File: config.mk
export PLATFORM = sky130hd
export DESIGN_NAME = multilevel_feedback_scheduler_flat
export DESIGN_NICKNAME = d
export VERILOG_FILES = /design/src/rtl/mfs_pkg.sv /design/src/rtl/mfs_if.sv /design/src/rtl/mfs_ctrl.sv /design/src/rtl/mfs_dp.sv /design/src/rtl/multilevel_feedback_scheduler.sv /design/src/flat_wrapper.sv
export SDC_FILE = /design/constraint.sdc
export NUM_CORES = 1
export LEC_CHECK = 0
export BUFFER_PORTS_ARGS = -buffer_cell sky130_fd_sc_hd__buf_4
export CORE_MARGIN = 10
export CORE_UTILIZATION = 45
export DETAILED_ROUTE_END_ITERATION = 16
export GPL_TIMING_DRIVEN = 1
export HOLD_SLACK_MARGIN = 0.12
export PLACE_DENSITY = 0.6
export SYNTH_ARGS = -nofsm -noshare
export SYNTH_HDL_FRONTEND = slang
export SYNTH_SLANG_ARGS = --single-unit
File: constraint.sdc
create_clock -name clk -period 5.9 [get_ports clk]
set_input_delay 1.18 -clock clk [delete_from_list [all_inputs] [get_ports clk]]
set_output_delay 1.18 -clock clk [all_outputs]
set_load 0.02 [all_outputs]
File: src/rtl/mfs_pkg.sv
`timescale 1ns / 1ps
package mfs_pkg;

  typedef enum logic [2:0] {
    REQ_LOAD    = 3'd0,
    REQ_UNBLOCK = 3'd1,
    REQ_TICK    = 3'd2,
    REQ_BLOCK   = 3'd3,
    REQ_EXIT    = 3'd4
  } req_t;

  typedef enum logic [1:0] {
    ST_OK       = 2'd0,
    ST_FULL     = 2'd1,
    ST_NOTFOUND = 2'd2
  } status_t;

  localparam logic [1:0] CFG_LEVEL_COUNT = 2'd0;
  localparam logic [1:0] CFG_QUANTUM1    = 2'd1;
  localparam logic [1:0] CFG_QUANTUM2    = 2'd2;
  localparam logic [1:0] CFG_QUANTUM3    = 2'd3;

  localparam int CFG_DATA_WIDTH = 8;

  typedef enum logic [3:0] {
    S_IDLE,
    S_DECODE,
    S_SCAN,
    S_UNBLK_DO,
    S_PUSH,
    S_SEL_SCAN,
    S_SEL_READ,
    S_SEL_WAIT,
    S_SEL_DONE,
    S_OUT
  } state_t;

  typedef struct packed {
    logic start;
    logic scan_clear;
    logic scan_step;
    logic scan_free;
    logic unblk_prep;
    logic push;
    logic blk_write;
    logic sel_clear;
    logic sel_step;
    logic sel_read;
    logic sel_take;
    logic sel_none;
    logic tick_dec;
    logic set_full;
    logic set_notfound;
    logic out_load;
  } cmd_t;

  typedef struct packed {
    req_t req;
    logic run_idle;
    logic expire;
    logic scan_done;
    logic scan_hit;
    logic push_ok;
    logic sel_done;
    logic sel_found;
    logic out_busy;
  } sts_t;

endpackage

File: src/rtl/mfs_if.sv
`timescale 1ns / 1ps
interface mfs_req_if #(parameter int ID_WIDTH = 8);
  logic                valid;
  logic                ready;
  logic [2:0]          req_type;
  logic [ID_WIDTH-1:0] task_id;
  logic [ID_WIDTH-1:0] running_task;
  logic                running_is_idle;
  modport source (output valid, req_type, task_id, running_task, running_is_idle,
                  input ready);
  modport sink (input valid, req_type, task_id, running_task, running_is_idle,
                output ready);
endinterface

interface mfs_res_if #(parameter int ID_WIDTH = 8);
  logic                valid;
  logic                ready;
  logic [ID_WIDTH-1:0] next_task;
  logic                next_is_idle;
  logic [1:0]          status;
  modport source (output valid, next_task, next_is_idle, status, input ready);
  modport sink (input valid, next_task, next_is_idle, status, output ready);
endinterface

File: src/rtl/mfs_ctrl.sv
`timescale 1ns / 1ps
module mfs_ctrl (
  input  logic          clk,
  input  logic          rst,
  input  logic          in_valid,
  output logic          in_ready,
  input  mfs_pkg::sts_t sts,
  output mfs_pkg::cmd_t cmd
);
  import mfs_pkg::*;

  state_t state, state_next;

  always_ff @(posedge clk) begin
    if (rst) state <= S_IDLE;
    else     state <= state_next;
  end

  always_comb begin
    state_next = state;
    case (state)
      S_IDLE: if (in_valid) state_next = S_DECODE;
      S_DECODE: begin
        case (sts.req)
          REQ_LOAD:    state_next = S_PUSH;
          REQ_UNBLOCK: state_next = S_SCAN;
          REQ_TICK:    state_next = !sts.expire ? S_OUT
                                  : (sts.run_idle ? S_SEL_SCAN : S_PUSH);
          REQ_BLOCK:   state_next = sts.run_idle ? S_SEL_SCAN : S_SCAN;
          REQ_EXIT:    state_next = S_SEL_SCAN;
          default:     state_next = S_OUT;
        endcase
      end
      S_SCAN: begin
        if (sts.scan_hit) state_next = (sts.req == REQ_UNBLOCK) ? S_UNBLK_DO : S_SEL_SCAN;
        else if (sts.scan_done)
          state_next = (sts.req == REQ_UNBLOCK) ? S_OUT : S_SEL_SCAN;
      end
      S_UNBLK_DO: state_next = S_PUSH;
      S_PUSH: state_next = (sts.req == REQ_LOAD || sts.req == REQ_UNBLOCK) ? S_OUT
                                                                          : S_SEL_SCAN;
      S_SEL_SCAN: begin
        if (sts.sel_found) state_next = S_SEL_READ;
        else if (sts.sel_done) state_next = S_OUT;
      end
      S_SEL_READ: state_next = S_SEL_WAIT;
      S_SEL_WAIT: state_next = S_SEL_DONE;
      S_SEL_DONE: state_next = S_OUT;
      S_OUT: if (!sts.out_busy) state_next = S_IDLE;
      default: state_next = S_IDLE;
    endcase
  end

  always_comb begin
    cmd = '0;
    in_ready = 1'b0;
    case (state)
      S_IDLE: begin
        in_ready = 1'b1;
        cmd.start = in_valid;
      end
      S_DECODE: begin
        cmd.scan_clear = 1'b1;
        cmd.sel_clear = 1'b1;
        cmd.scan_free = (sts.req == REQ_BLOCK);
        if (sts.req == REQ_TICK && !sts.expire) cmd.tick_dec = 1'b1;
      end
      S_SCAN: begin
        cmd.scan_free = (sts.req == REQ_BLOCK);
        cmd.scan_step = !sts.scan_hit && !sts.scan_done;
        if (sts.req == REQ_BLOCK) begin
          cmd.blk_write = sts.scan_hit;
          cmd.set_full = !sts.scan_hit && sts.scan_done;
        end else begin
          cmd.set_notfound = !sts.scan_hit && sts.scan_done;
        end
      end
      S_UNBLK_DO: cmd.unblk_prep = 1'b1;
      S_PUSH: begin
        cmd.push = 1'b1;
        cmd.set_full = !sts.push_ok;
      end
      S_SEL_SCAN: begin
        cmd.sel_step = !sts.sel_found && !sts.sel_done;
        cmd.sel_none = !sts.sel_found && sts.sel_done;
      end
      S_SEL_READ: cmd.sel_read = 1'b1;
      S_SEL_DONE: cmd.sel_take = 1'b1;
      S_OUT: cmd.out_load = !sts.out_busy;
      default: ;
    endcase
  end

  a_ready_idle: assert property (@(posedge clk) disable iff (rst)
    in_ready |-> state == S_IDLE) else $error("ready outside idle");
  a_start: assert property (@(posedge clk) disable iff (rst)
    (in_valid && in_ready) |=> state == S_DECODE) else $error("no decode after transfer");
  a_excl: assert property (@(posedge clk) disable iff (rst)
    !(cmd.set_full && cmd.set_notfound)) else $error("two error codes");
endmodule

File: src/rtl/mfs_dp.sv
`timescale 1ns / 1ps
module mfs_dp #(
  parameter int LEVELS        = 4,
  parameter int QUEUE_DEPTH   = 16,
  parameter int BLOCKED_DEPTH = 16,
  parameter int ID_WIDTH      = 8
) (
  input  logic                clk,
  input  logic                rst,
  input  mfs_pkg::cmd_t       cmd,
  output mfs_pkg::sts_t       sts,
  input  logic                cfg_we,
  input  logic [1:0]          cfg_index,
  input  logic [7:0]          cfg_data,
  input  logic [2:0]          req_type,
  input  logic [ID_WIDTH-1:0] task_id,
  input  logic [ID_WIDTH-1:0] running_task,
  input  logic                running_is_idle,
  output logic                res_valid,
  input  logic                res_ready,
  output logic [ID_WIDTH-1:0] next_task,
  output logic                next_is_idle,
  output logic [1:0]          status
);
  import mfs_pkg::*;

  localparam int LW = (LEVELS > 1) ? $clog2(LEVELS) : 1;
  localparam int QW = (QUEUE_DEPTH > 1) ? $clog2(QUEUE_DEPTH) : 1;
  localparam int CW = $clog2(QUEUE_DEPTH + 1);
  localparam int BW = (BLOCKED_DEPTH > 1) ? $clog2(BLOCKED_DEPTH) : 1;
  localparam int BCW = $clog2(BLOCKED_DEPTH + 1);
  localparam int LCW = $clog2(LEVELS + 1);
  localparam int SW = $clog2(LEVELS * QUEUE_DEPTH);

  logic [2:0] level_count;
  logic [7:0] quantum1, quantum2, quantum3;

  logic [ID_WIDTH-1:0] store [LEVELS*QUEUE_DEPTH];
  logic [QW-1:0] head [LEVELS];
  logic [CW-1:0] count [LEVELS];
  logic [BLOCKED_DEPTH-1:0] blk_valid;
  logic [ID_WIDTH-1:0] blk_id [BLOCKED_DEPTH];
  logic [LW-1:0] blk_level [BLOCKED_DEPTH];
  logic [7:0] quantum_left;
  logic [LW-1:0] current_level;

  req_t req;
  logic [ID_WIDTH-1:0] tid, run;
  logic run_idle;
  logic [BCW-1:0] scan_idx;
  logic [LCW-1:0] sel_idx;
  logic [LW-1:0] push_level, hit_level;
  logic [ID_WIDTH-1:0] push_id, rd_data;
  logic [BW-1:0] hit_idx;
  logic [1:0] stat;
  logic [ID_WIDTH-1:0] res_task;
  logic res_idle;
  logic [LCW-1:0] n_use;

  always_comb begin
    if (level_count == 3'd0) n_use = LCW'(1);
    else if (32'(level_count) > LEVELS) n_use = LCW'(LEVELS);
    else n_use = LCW'(level_count);
  end

  always_ff @(posedge clk) begin
    if (rst) begin
      level_count <= 3'd4;
      quantum1 <= 8'd2;
      quantum2 <= 8'd4;
      quantum3 <= 8'd8;
    end else if (cfg_we) begin
      case (cfg_index)
        CFG_LEVEL_COUNT: level_count <= cfg_data[2:0];
        CFG_QUANTUM1:    quantum1 <= cfg_data;
        CFG_QUANTUM2:    quantum2 <= cfg_data;
        CFG_QUANTUM3:    quantum3 <= cfg_data;
        default: ;
      endcase
    end
  end

  logic [BW-1:0] sidx;
  logic [LW-1:0] slv;
  logic scan_match, push_ok;
  logic [LW-1:0] demote;
  logic [LW-1:0] last_lv;
  logic [LW-1:0] unblk_tgt;
  logic [QW:0] wr_sum;
  logic [QW-1:0] wr_slot, head_inc;
  logic [SW-1:0] wr_addr, rd_addr;
  assign sidx = scan_idx[BW-1:0];
  assign slv = sel_idx[LW-1:0];
  assign last_lv = LW'(n_use - LCW'(1));
  assign scan_match = (scan_idx < BCW'(BLOCKED_DEPTH)) &&
                      (cmd.scan_free ? !blk_valid[sidx]
                                     : (blk_valid[sidx] && blk_id[sidx] == tid));
  assign push_ok = (count[push_level] < CW'(QUEUE_DEPTH));

  assign wr_sum = {1'b0, head[push_level]} + (QW+1)'(count[push_level]);
  assign wr_slot = (wr_sum >= (QW+1)'(QUEUE_DEPTH)) ? QW'(wr_sum - (QW+1)'(QUEUE_DEPTH))
                                                   : wr_sum[QW-1:0];
  assign head_inc = (head[slv] == QW'(QUEUE_DEPTH - 1)) ? '0 : head[slv] + QW'(1);
  assign wr_addr = SW'(32'(push_level) * QUEUE_DEPTH + 32'(wr_slot));
  assign rd_addr = SW'(32'(slv) * QUEUE_DEPTH + 32'(head[slv]));

  always_comb begin
    if ({1'b0, current_level} + (LW+1)'(1) < (LW+1)'(n_use)) demote = current_level + LW'(1);
    else demote = current_level;
    if (demote > last_lv) demote = last_lv;
    unblk_tgt = (hit_level == '0) ? '0 : hit_level - LW'(1);
    if (unblk_tgt > last_lv) unblk_tgt = last_lv;
  end

  assign sts.req = req;
  assign sts.run_idle = run_idle;
  assign sts.expire = (quantum_left <= 8'd1);
  assign sts.scan_done = (scan_idx >= BCW'(BLOCKED_DEPTH));
  assign sts.scan_hit = scan_match;
  assign sts.push_ok = push_ok;
  assign sts.sel_done = (sel_idx >= n_use);
  assign sts.sel_found = (sel_idx < n_use) && (count[slv] != '0);
  assign sts.out_busy = res_valid && !res_ready;

  always_ff @(posedge clk) begin
    if (cmd.push && push_ok) store[wr_addr] <= push_id;
    if (cmd.sel_read) rd_data <= store[rd_addr];
  end

  always_ff @(posedge clk) begin
    if (cmd.start) begin
      req <= req_t'(req_type);
      tid <= task_id;
      run <= running_task;
      run_idle <= running_is_idle;
      stat <= ST_OK;
      res_task <= '0;
      res_idle <= 1'b0;
    end
    if (cmd.scan_clear) scan_idx <= '0;
    else if (cmd.scan_step) scan_idx <= scan_idx + BCW'(1);
    if (cmd.sel_clear) sel_idx <= '0;
    else if (cmd.sel_step) sel_idx <= sel_idx + LCW'(1);
    if (cmd.scan_clear) begin
      if (req == REQ_LOAD) begin
        push_level <= '0;
        push_id <= tid;
      end else begin
        push_level <= demote;
        push_id <= run;
      end
      if (req == REQ_TICK && !(quantum_left <= 8'd1)) begin
        res_task <= run;
        res_idle <= run_idle;
      end
    end
    if (scan_match && !cmd.scan_free) begin
      hit_idx <= sidx;
      hit_level <= blk_level[sidx];
    end
    if (cmd.unblk_prep) begin
      push_level <= unblk_tgt;
      push_id <= tid;
    end
    if (cmd.blk_write) begin
      blk_id[sidx] <= run;
      blk_level[sidx] <= current_level;
    end
    if (cmd.set_full) stat <= (req == REQ_UNBLOCK) ? ST_FULL : ST_FULL;
    if (cmd.set_notfound) stat <= ST_NOTFOUND;
    if (cmd.sel_take) res_task <= rd_data;
    if (cmd.sel_none) begin
      res_task <= '0;
      res_idle <= 1'b1;
    end
    if (cmd.out_load) begin
      next_task <= res_task;
      next_is_idle <= res_idle;
      status <= stat;
    end
  end

  always_ff @(posedge clk) begin
    if (rst) begin
      for (int l = 0; l < LEVELS; l++) begin
        head[l] <= '0;
        count[l] <= '0;
      end
      blk_valid <= '0;
      quantum_left <= '0;
      current_level <= '0;
      res_valid <= 1'b0;
    end else begin
      if (cmd.push && push_ok) begin
        count[push_level] <= count[push_level] + CW'(1);
        if (req == REQ_UNBLOCK) blk_valid[hit_idx] <= 1'b0;
      end
      if (cmd.blk_write) blk_valid[sidx] <= 1'b1;
      if (cmd.tick_dec) quantum_left <= quantum_left - 8'd1;
      if (cmd.sel_clear && req != REQ_TICK) quantum_left <= quantum_left;
      if (cmd.sel_none) quantum_left <= '0;
      if (cmd.sel_take) begin
        head[slv] <= head_inc;
        count[slv] <= count[slv] - CW'(1);
        current_level <= slv;
        case (slv)
          LW'(0):  quantum_left <= 8'd1;
          LW'(1):  quantum_left <= quantum1;
          LW'(2):  quantum_left <= quantum2;
          default: quantum_left <= quantum3;
        endcase
      end
      if (cmd.out_load) res_valid <= 1'b1;
      else if (res_ready) res_valid <= 1'b0;
    end
  end

  a_cnt: assert property (@(posedge clk) disable iff (rst)
    cmd.sel_take |-> count[slv] != '0) else $error("take from empty level");
  a_push: assert property (@(posedge clk) disable iff (rst)
    (cmd.push && push_ok) |=> count[$past(push_level)] != '0) else $error("count lost");
  a_hold: assert property (@(posedge clk) disable iff (rst)
    (res_valid && !res_ready) |=> $stable(next_task) && $stable(status))
    else $error("result changed while stalled");
endmodule

File: src/rtl/multilevel_feedback_scheduler.sv
`timescale 1ns / 1ps
// Throughput: one request at a time; unblock and block walk the blocked table one
// entry a cycle, selection walks the levels one a cycle and reads the queue memory.
// Reset: synchronous, active high; clears queues, blocked valid bits, quantum.
module multilevel_feedback_scheduler #(
  parameter int LEVELS        = 4,
  parameter int QUEUE_DEPTH   = 16,
  parameter int BLOCKED_DEPTH = 16,
  parameter int ID_WIDTH      = 8
) (
  input  logic       clk,
  input  logic       rst,
  input  logic       cfg_we,
  input  logic [1:0] cfg_index,
  input  logic [mfs_pkg::CFG_DATA_WIDTH-1:0] cfg_data,
  mfs_req_if.sink    req,
  mfs_res_if.source  res
);
  import mfs_pkg::*;

  cmd_t cmd;
  sts_t sts;

  mfs_ctrl u_ctrl (
    .clk(clk), .rst(rst), .in_valid(req.valid), .in_ready(req.ready),
    .sts(sts), .cmd(cmd)
  );

  mfs_dp #(
    .LEVELS(LEVELS), .QUEUE_DEPTH(QUEUE_DEPTH),
    .BLOCKED_DEPTH(BLOCKED_DEPTH), .ID_WIDTH(ID_WIDTH)
  ) u_dp (
    .clk(clk), .rst(rst), .cmd(cmd), .sts(sts),
    .cfg_we(cfg_we), .cfg_index(cfg_index), .cfg_data(cfg_data),
    .req_type(req.req_type), .task_id(req.task_id),
    .running_task(req.running_task), .running_is_idle(req.running_is_idle),
    .res_valid(res.valid), .res_ready(res.ready), .next_task(res.next_task),
    .next_is_idle(res.next_is_idle), .status(res.status)
  );
endmodule

File: src/flat_wrapper.sv
// flat-port wrapper written by rule: the top's interface ports become plain ports
module multilevel_feedback_scheduler_flat import mfs_pkg::*;
#(
  parameter int LEVELS        = 4,
  parameter int QUEUE_DEPTH   = 16,
  parameter int BLOCKED_DEPTH = 16,
  parameter int ID_WIDTH      = 8
)
  (clk, rst, cfg_we, cfg_index, cfg_data, req_valid, req_req_type, req_task_id, req_running_task, req_running_is_idle, req_ready, res_valid, res_next_task, res_next_is_idle, res_status, res_ready);
  mfs_req_if #(.ID_WIDTH(ID_WIDTH)) req_i ();
  mfs_res_if #(.ID_WIDTH(ID_WIDTH)) res_i ();
  input  logic clk;
  input  logic rst;
  input  logic cfg_we;
  input  logic [1:0] cfg_index;
  input  logic [mfs_pkg::CFG_DATA_WIDTH-1:0] cfg_data;
  input wire logic [$bits(req_i.valid)-1:0] req_valid;
  input wire logic [$bits(req_i.req_type)-1:0] req_req_type;
  input wire logic [$bits(req_i.task_id)-1:0] req_task_id;
  input wire logic [$bits(req_i.running_task)-1:0] req_running_task;
  input wire logic [$bits(req_i.running_is_idle)-1:0] req_running_is_idle;
  output wire logic [$bits(req_i.ready)-1:0] req_ready;
  output wire logic [$bits(res_i.valid)-1:0] res_valid;
  output wire logic [$bits(res_i.next_task)-1:0] res_next_task;
  output wire logic [$bits(res_i.next_is_idle)-1:0] res_next_is_idle;
  output wire logic [$bits(res_i.status)-1:0] res_status;
  input wire logic [$bits(res_i.ready)-1:0] res_ready;
  assign req_i.valid = req_valid;
  assign req_i.req_type = req_req_type;
  assign req_i.task_id = req_task_id;
  assign req_i.running_task = req_running_task;
  assign req_i.running_is_idle = req_running_is_idle;
  assign req_ready = req_i.ready;
  assign res_valid = res_i.valid;
  assign res_next_task = res_i.next_task;
  assign res_next_is_idle = res_i.next_is_idle;
  assign res_status = res_i.status;
  assign res_i.ready = res_ready;
  multilevel_feedback_scheduler #(.LEVELS(LEVELS), .QUEUE_DEPTH(QUEUE_DEPTH), .BLOCKED_DEPTH(BLOCKED_DEPTH), .ID_WIDTH(ID_WIDTH)) u_core (.clk(clk), .rst(rst), .cfg_we(cfg_we), .cfg_index(cfg_index), .cfg_data(cfg_data), .req(req_i), .res(res_i));
endmodule
* Yosys cells after proc, flatten, opt, wreduce, memory -nomap -nowiden
Memories as Yosys holds them, arrays and structs flattened. A register that Yosys moved wholly into a read port is not among the register bits.
Cells that the tools add are included.
** Operators by class
- Add/subtract/negate cells :: 14
- Magnitude comparators :: 15
- Equal/unequal tests :: 26
- Muxes and demuxes :: 103
- Bitwise operators :: 3
- Reductions and logical operators :: 46
** Operators by type and width (number)
- 8-bit two-way mux :: 11
- 16-bit two-way mux :: 4
- 4-bit two-way mux :: 14
- 1-bit two-way mux :: 43
- 4-bit case mux with 10 select lines :: 1
- 2-bit two-way mux :: 18
- 8-bit case mux with 3 select lines :: 1
- 4-bit case mux with 5 select lines :: 1
- 16-bit AND :: 1
- 4-bit by 3-bit == test with 1-bit output, second input constant :: 4
- 16-bit NOT :: 1
- 16-bit OR :: 1
- 1-bit logical AND :: 14
- 6-bit by 4-bit adder with 6-bit output :: 2
- 4-bit == test, second input constant :: 3
- 3-bit two-way mux :: 4
- 5-bit by 1-bit adder with 5-bit output, second input constant :: 2
- 5-bit greater-or-equal comparator, second input constant :: 2
- 1-bit zero test :: 10
- 4-bit by 5-bit less-than comparator with 1-bit output, second input constant :: 2
- 5-bit less-than comparator, second input constant :: 2
- 5-bit two-way mux :: 2
- 2-bit AND reduction :: 5
- 5-bit OR reduction :: 2
- 40 further kinds :: 57
** Word-level totals
- Bits in registers :: 122
- RAM bits :: 708
- Bits of input ports :: 35
- Output and inout port bits :: 13
- Word-level logic and storage cells :: 236
- Memories :: 5
** Memories
- u_core.u_dp.store :: words 64, bits a word 8, rd ports 1, clocked after Yosys merged registers in 1, write ports 1, line mfs_dp.sv:38 : logic [ID_WIDTH-1:0] store [LEVELS*QUEUE_DEPTH];
- u_core.u_dp.blk_id :: words 16, bits a word 8, rd ports 1, clocked after Yosys merged registers in 1, write ports 1, line mfs_dp.sv:42 : logic [ID_WIDTH-1:0] blk_id [BLOCKED_DEPTH];
- u_core.u_dp.blk_level :: words 16, bits a word 2, rd ports 1, clocked after Yosys merged registers in 1, write ports 1, line mfs_dp.sv:43 : logic [LW-1:0] blk_level [BLOCKED_DEPTH];
- u_core.u_dp.count :: words 4, bits a word 5, rd ports 2, clocked after Yosys merged registers in 2, write ports 4, line mfs_dp.sv:40 : logic [CW-1:0] count [LEVELS];
- u_core.u_dp.head :: words 4, bits a word 4, rd ports 2, clocked after Yosys merged registers in 2, write ports 4, line mfs_dp.sv:39 : logic [QW-1:0] head [LEVELS];

* Longest topological paths before layout
Gate-level depths: netlist of run 1.
- Depth in word-level cells :: 11
- Gate-level depth with buffers :: 15
- Mapped depth without buffers :: 15

* By module
Synthesis of run 1 repeated with hierarchy kept, for this count alone.
** Unflattened totals
- Cells, all modules :: 2559
- Area total of the unflattened synthesis :: 35108.7 sq um
** Modules (own cells, without submodules)
- mfs_dp :: times used 1, cells each 2482, area an instance 34569.4 sq um, sequential area each 24533.5 sq um
- mfs_ctrl :: times used 1, cells each 77, area an instance 539.3 sq um, sequential area each 80.1 sq um

* Least setup slack after synthesis of run 1
No wires, ideal clock.
- Path kind :: reg-to-reg
- Start point :: register (tool-made name)
- End point :: memory u_core.u_dp.blk_id[11][0], enable pin
- Library setup time :: 0.404 ns
- Arrival time :: 3.774 ns
- Data required time :: 5.496 ns
- Setup slack :: 1.722 ns
- Cell stages (with the launch flop) :: 10
- Path buffers :: 3
- Period minus slack after synthesis :: 4.178 ns
- Path through :: dfxtp_1 buf_2 mux4_2 mux4_2 xor2_1 or4_4 o21a_1 buf_2 clkbuf_1 nor4_1
** RTL lines (line)
- end: declaration :: mfs_dp.sv:42

==> impl_results.md, run 1 <==
* Gate power share at 16.9%
* Max Root-Sink Buffers at 3
* Vias per cell at 5.922
* Least-Margin Pin Slew at 1.200 ns
* Clock sink count at 848
* Final setup violating endpoints at 0
* Hold-fix buffers, CTS at 0
* Period minus WS final at 4.785 ns
* WL final at 86030 microns
* Synth Flop Type: edfxtp_1
* Clk_lat worst skew at 0.64 ns
* Sw power at 4.603 mW
* Row count at 101
* Sequential power share at 47.1%
* Antenna Nets Post-Route at 0
* Initial antenna violation count at 1
* CTS tree: done
* Status: complete, no violations
* Fin. Hold Viols at 0
* Asr flop ratio synth at 0%
* Worst Setup Start Kind: flip-flop
* Power Density at 412.4 nW/um^2
* Min-delay src: u_core.u_dp.stat[1]
* Die H at 298.0 microns
* WHS Endpoint: u_core.u_dp.status[1]
* Dpl cell area at 36390 sq um
* Worst reg2reg path depth at 7
* Average size of a mapped cell at 16.07 sq um
* Root Driver: clkbuf_16
* Fin util at 51.70%
* MaxCap Viol Count at 0
* RePlAce Congestion at 0.9363
* R2r setup slk at 1.12 ns
* I/O Buffers at 47
* Total CTS buffers at 89
* Worst hold path type: reg2reg
* Crit. End Element: flip-flop
* Die span in x at 298.0 microns
* Initial core utilization at 45.55%
* Setup TNS at 0 ns
* Post-CTS sizing at 0
* Slew HR at 19.34%
* Total number of vias at 19700
* Largest net degree at the start of global routing at 76
* Wire per inst at 25.86 microns
* Critical path peak fanout at 21
* Final Cycle Share at 81.10%
* Global-route wire length before repair at 127900 microns
* VDD IR-drop max at 0.2879 mV
* Synth Net Count at 2229
* Inserted Diodes at 0
* DPL Wire Length at 54270 microns
* Yosys reg bits at 848
* Post-synth EDFFs at 763
* Vias in the first global route at 19600
* Warnings from Yosys at 0
* Layout cells sized above 1 at 17.20%
* Slew Viols, Final at 0
* NumNets Final at 2286
* Fin area at 39460 sq um
* Cell area after synthesis at 34770 sq um
* Gate Count Post-Synth at 2164
* Clock share of power at 36.0%
* Post CTS Setup Buffer Count at 0
* Int Pwr at 11.67 mW
* Router iterations before antenna repair at 5
* WHS Path Cells at 0
* Drc violations at 0
* Worst-path clk slew at 0.06 ns
* GR Overflow Total at 0
* CTS H-Tree Depth at 3
* Static leakage at 12.63 nW
* Register area share after synthesis at 70.79%
* Synthesis-to-layout area growth at 13.50%
* Full die area at 88780 sq um
* Critical Path RT at 6.14 ns
* Total Routing Usage GR at 18.92%
* Iter 0 DRT Violations at 1941
* Sw Ratio at 28.28%
* Final worst clock skew at 0.02996 ns
* Core area at 76330 sq um
* Number of distinct library cells after synthesis at 67
* Critical R2R Capture: u_core.u_dp.blk_level[12][0]
* # IOs at 48
* Crit path DAT at 5.03 ns
* Setup CP Type: reg2reg
* RSZ-0062 raised after global routing: false
* Pwr Total at 16.27 mW
* F_max at 0.2090 GHz
## power groups by stage
| stage | clock network [mW] | registers [mW] | logic [mW] |
|---|---|---|---|
| after global routing | 6.20 | 7.69 | 2.96 |
| final | 5.85 | 7.67 | 2.75 |
| after CTS | 5.95 | 7.66 | 2.75 |
| after floorplan | 0 | 7.75 | 1.60 |
| after detailed placement | 0 | 7.79 | 2.75 |
| after global placement | 0 | 7.78 | 2.69 |
## synthesized netlist by cell type, types with 12 or more instances
| cell type | number | area, sq um |
|---|---|---|
| mux2i_1 | 177 | 1772 |
| o32ai_1 | 14 | 122.6 |
| nand2_1 | 116 | 435.4 |
| nor4_1 | 18 | 112.6 |
| buf_2 | 19 | 95.09 |
| a21oi_1 | 91 | 455.4 |
| a22oi_1 | 15 | 112.6 |
| nand2b_1 | 29 | 181.4 |
| mux2_2 | 12 | 135.1 |
| edfxtp_1 | 763 | 22910 |
| nand3_1 | 29 | 145.1 |
| clkbuf_1 | 88 | 330.3 |
| o22ai_1 | 41 | 256.5 |
| xnor2_1 | 18 | 157.7 |
| nor3_1 | 59 | 295.3 |
| nor2_1 | 164 | 615.6 |
| dfxtp_1 | 85 | 1702 |
| buf_1 | 14 | 52.55 |
| ha_1 | 29 | 362.9 |
| inv_1 | 34 | 127.6 |
| o221ai_1 | 66 | 578.1 |
| mux4_2 | 117 | 2635 |
| o21ai_0 | 35 | 175.2 |
## critical path, stage by stage, from the launching register on
cell and delay [ns]:
dfxtp_2 0.77, mux4_2 0.59, mux4_2 0.48, xor2_1 0.16
or4_4 0.57, o21a_1 0.44, buf_4 0.34, nor4_2 0.99
## metrics by stage
step | instances | worst slack, ns | hold slack, ns
after floorplan | 2164 | 1.722 | 0.4079
after global placement | 3160 | 1.315 | 0.4190
after detailed placement | 3160 | 1.175 | 0.4198
after CTS | 3327 | 1.138 | 0.4332
after global routing | 3327 | 0.8835 | 0.4459
final | 3327 | 1.115 | 0.4351
## layer usage
metal	up-vias	track usage (%)	part of all wire [%]	routed length (microns)
met2	756	29.58	47	40240
met5	-	0	0	0
met1	10110	26.21	43	37380
met4	0	5.969	2.7	2280
li1	8696	-	-	-
met3	138	4.039	7.1	6130
## worst max-delay path by stage
stage / start / depth (start not counted) / to / slack, ns
6_report: flip-flop / 7 / u_core.u_dp.blk_level[12][0] / 1.12
5_1_grt: flip-flop / 7 / u_core.u_dp.blk_id[9][2] / 0.88
2_1_floorplan: flip-flop / 9 / u_core.u_dp.blk_id[11][0] / 1.72
3_5_place_dp: flip-flop / 7 / u_core.u_dp.blk_level[11][0] / 1.18
3_3_place_gp: flip-flop / 7 / u_core.u_dp.blk_id[13][1] / 1.31
4_1_cts: flip-flop / 7 / u_core.u_dp.blk_id[11][0] / 1.14
## cell families (layout without fill, tap and decap cells)
logic type	after synthesis	count (layout)	share of synthesized area, %
fa+ha+maj	30	30	1.101
compound gates	310	310	6.006
buf+inv	158	291	1.785
xor+xnor	27	27	0.6802
flops	848	848	70.79
simple gates	485	485	6.571
mux	306	306	13.06
## cell type report
cell class	count	area [sq um]
Tap cell	1030	1289
Inverter	36	135.1
Clock buffer	107	2379
Fill cell	6185	36870
Timing Repair Buffer	88	698.2
Multi-Input combinational cell	1158	9651
Clock inverter	60	695.7
Sequential cell	848	24610
## registers in the layout (all words and copies together) (netlist names), 4 cells and up, named ones only
name                      cells
u_core.u_dp.count            20
u_core.u_dp.next_task         8
u_core.u_dp.tid               8
u_core.u_dp.quantum2          8
u_core.u_dp.scan_idx          5
u_core.u_dp.blk_id          128
u_core.u_dp.blk_level        32
u_core.u_ctrl.state           4
u_core.u_dp.blk_valid        16
u_core.u_dp.hit_idx           4
u_core.u_dp.run               8
u_core.u_dp.quantum1          8
u_core.u_dp.store           512
u_core.u_dp.rd_data           8
u_core.u_dp.head             16
u_core.u_dp.res_task          8
u_core.u_dp.push_id           8
u_core.u_dp.quantum3          8
u_core.u_dp.quantum_left      8
## layout by cell type (no fill, tap or decap), types with 6 or more instances in the layout
cell,n
bufinv_16,14
clkinv_1,16
xnor2_1,18
buf_4,85
o32ai_1,14
nor3_1,54
xor2_1,9
a31oi_1,6
and3_1,6
nor4_2,12
o22ai_1,41
edfxtp_1,763
mux2i_1,177
a311oi_1,10
a22oi_1,15
clkbuf_16,92
nand4_1,7
nor4_1,6
a21oi_1,91
mux4_2,116
nor2_1,164
o221ai_1,66
nand2b_1,28
o21ai_0,35
nor2b_1,10
inv_1,34
or2_2,6
ha_1,29
or3_1,8
nand3b_1,9
mux2_2,12
nand3_1,29
clkinv_2,22
clkbuf_1,13
dfxtp_1,84
nand2_1,115
Note: power is estimated with default switching activity, not from simulation.
==> run 2, diff against run 1 <==
- clock period: 5.9 -> 4.68 ns (I/O delays scaled with it)
==> impl_results.md, run 2 (synthesized netlist as in run 1, its figures left out) <==
* Status: complete, no violations
* Biggest registers after layout: u_core.u_dp.store (512), u_core.u_dp.blk_id (128), u_core.u_dp.blk_level (32)
* VDD IR-drop max at 0.3093 mV
* Top reg by flops: u_core.u_dp.store
* Row count at 101
* Iter 0 DRT Violations at 1953
* Worst-path clk slew at 0.06 ns
* Vias in the first global route at 19910
* Total Routing Usage GR at 19.01%
* Antenna Nets Post-Route at 0
* Final setup violating endpoints at 0
* RePlAce Congestion at 0.8407
* Initial antenna violation count at 0
* I/O Buffers at 47
* CTS H-Tree Depth at 3
* Post-CTS sizing at 0
* CTS tree: done
* Clk_lat worst skew at 0.64 ns
* Post CTS Setup Buffer Count at 0
* Slew Viols, Final at 0
* Crit path DAT at 4.63 ns
* Commonest non-fill, non-tap cell in the layout: edfxtp_1
* Fin util at 52.48%
* Met3 Usage GRT at 2.901%
* Crit path cell chain: mux4_2, ha_1, a21o_1, a21oi_1, xnor2_1, xor2_1, nand3_1, nor2_1
* Drc violations at 0
* Layout cells sized above 1 at 19.93%
* Total number of vias at 19940
* Router iterations before antenna repair at 5
* Placed insts at 3242
* Global routing usage on met1 at 26.02%
* Fin. Hold Viols at 0
* Static leakage at 13.03 nW
* Final Cycle Share at 93.14%
* NumNets Final at 2368
* Busiest metal layer after global routing: met2
* Die H at 298.0 microns
* Max Root-Sink Buffers at 3
* Period minus WS final at 4.359 ns
* Largest net degree at the start of global routing at 67
* Clock sink count at 848
* Synthesis-to-layout area growth at 15.20%
* Critical path's slowest cell: dfxtp_1
* Setup TNS at 0 ns
* GR Overflow Total at 0
* GR Util met2 at 30.75%
* Total CTS buffers at 89
* Global-route wire length before repair at 128500 microns
* Hold-fix buffers, CTS at 0
* Worst hold path type: reg2reg
* Max stage delay on crit path at 0.68 ns
* Initial core utilization at 45.55%
* Critical Path RT at 4.95 ns
* Highest-count cells in the layout ignoring fill and taps: edfxtp_1 (763), mux2i_1 (177), nor2_1 (164), buf_4 (164), mux4_2 (116)
* Wire per inst at 25.35 microns
* Full die area at 88780 sq um
* Root Driver: clkbuf_16
* Slew HR at 24.35%
* Power Density at 509.4 nW/um^2
* Setup CP Type: reg2reg
* Least-Margin Pin Slew at 1.135 ns
* WL final at 86400 microns
* RSZ-0062 raised after global routing: false
* F_max at 0.2294 GHz
* Worst Setup Start Kind: flip-flop
* Non-Filler Instances at 3409
* DPL Wire Length at 55750 microns
* Max reg flops at 512
* Core area at 76330 sq um
* MaxCap Viol Count at 0
* Critical path peak fanout at 9
* Vias per cell at 5.848
* Final worst clock skew at 0.03427 ns
* Die span in x at 298.0 microns
* Crit. End Element: flip-flop
* # IOs at 48
## run 2: through the flow
stage	instance area, sq um	power (mW)	hold WS [ns]	worst slack [ns]
final	40050	20.40	0.4398	0.3211
after global routing	40050	21.13	0.4431	0.1159
after CTS	40050	20.51	0.4331	0.3101
after detailed placement	37030	13.34	0.4248	0.3511
after global placement	37020	13.28	0.4177	0.3882
after floorplan	34770	11.79	0.4079	0.5022
## run 2: worst paths after layout
kind,startpoint,end,slack [ns],cells after the start
hold / removal,u_core.u_dp.res_idle,u_core.u_dp.next_is_idle,0.44,0
setup / recovery,flip-flop,u_core.u_dp.store[60][7],0.32,8
setup reg to reg,flip-flop,u_core.u_dp.store[60][7],0.32,8
hold reg to reg,u_core.u_dp.res_idle,u_core.u_dp.next_is_idle,0.44,0
## run 2: final cells by class
type | count | area (sq um)
flip-flops and latches | 848 | 24610
multi-input cells | 1158 | 9651
well taps | 1030 | 1289
fillers | 6255 | 36270
diodes | 1 | 2.502
clock inverters | 45 | 520.5
inverters | 36 | 135.1
clock buffers | 121 | 2499
repair buffers | 170 | 1343
## run 2: routing by layer
layer,vias to the layer above,wire length [microns]
met1,10170,36400
met5,-,0
met3,156,5869
met4,0,2696
met2,754,41440
li1,8858,-
## run 2: report_power, final
part | internal, mW | switching, mW
sequential | 9.20 | 0.432
combinational | 1.13 | 2.44
clock | 4.31 | 2.90
total | 14.6 | 5.77
## run 2: critical path, delay by kind of cell, from the launching register on
kind | cells | cell delay [ns]
and+or+nand+nor | 2 | 1.12
xor gates and xnor gates | 2 | 0.87
DFF | 1 | 0.68
muxes | 1 | 0.64
AOI/OAI and AO/OA | 2 | 0.37
adders and majority gates | 1 | 0.31
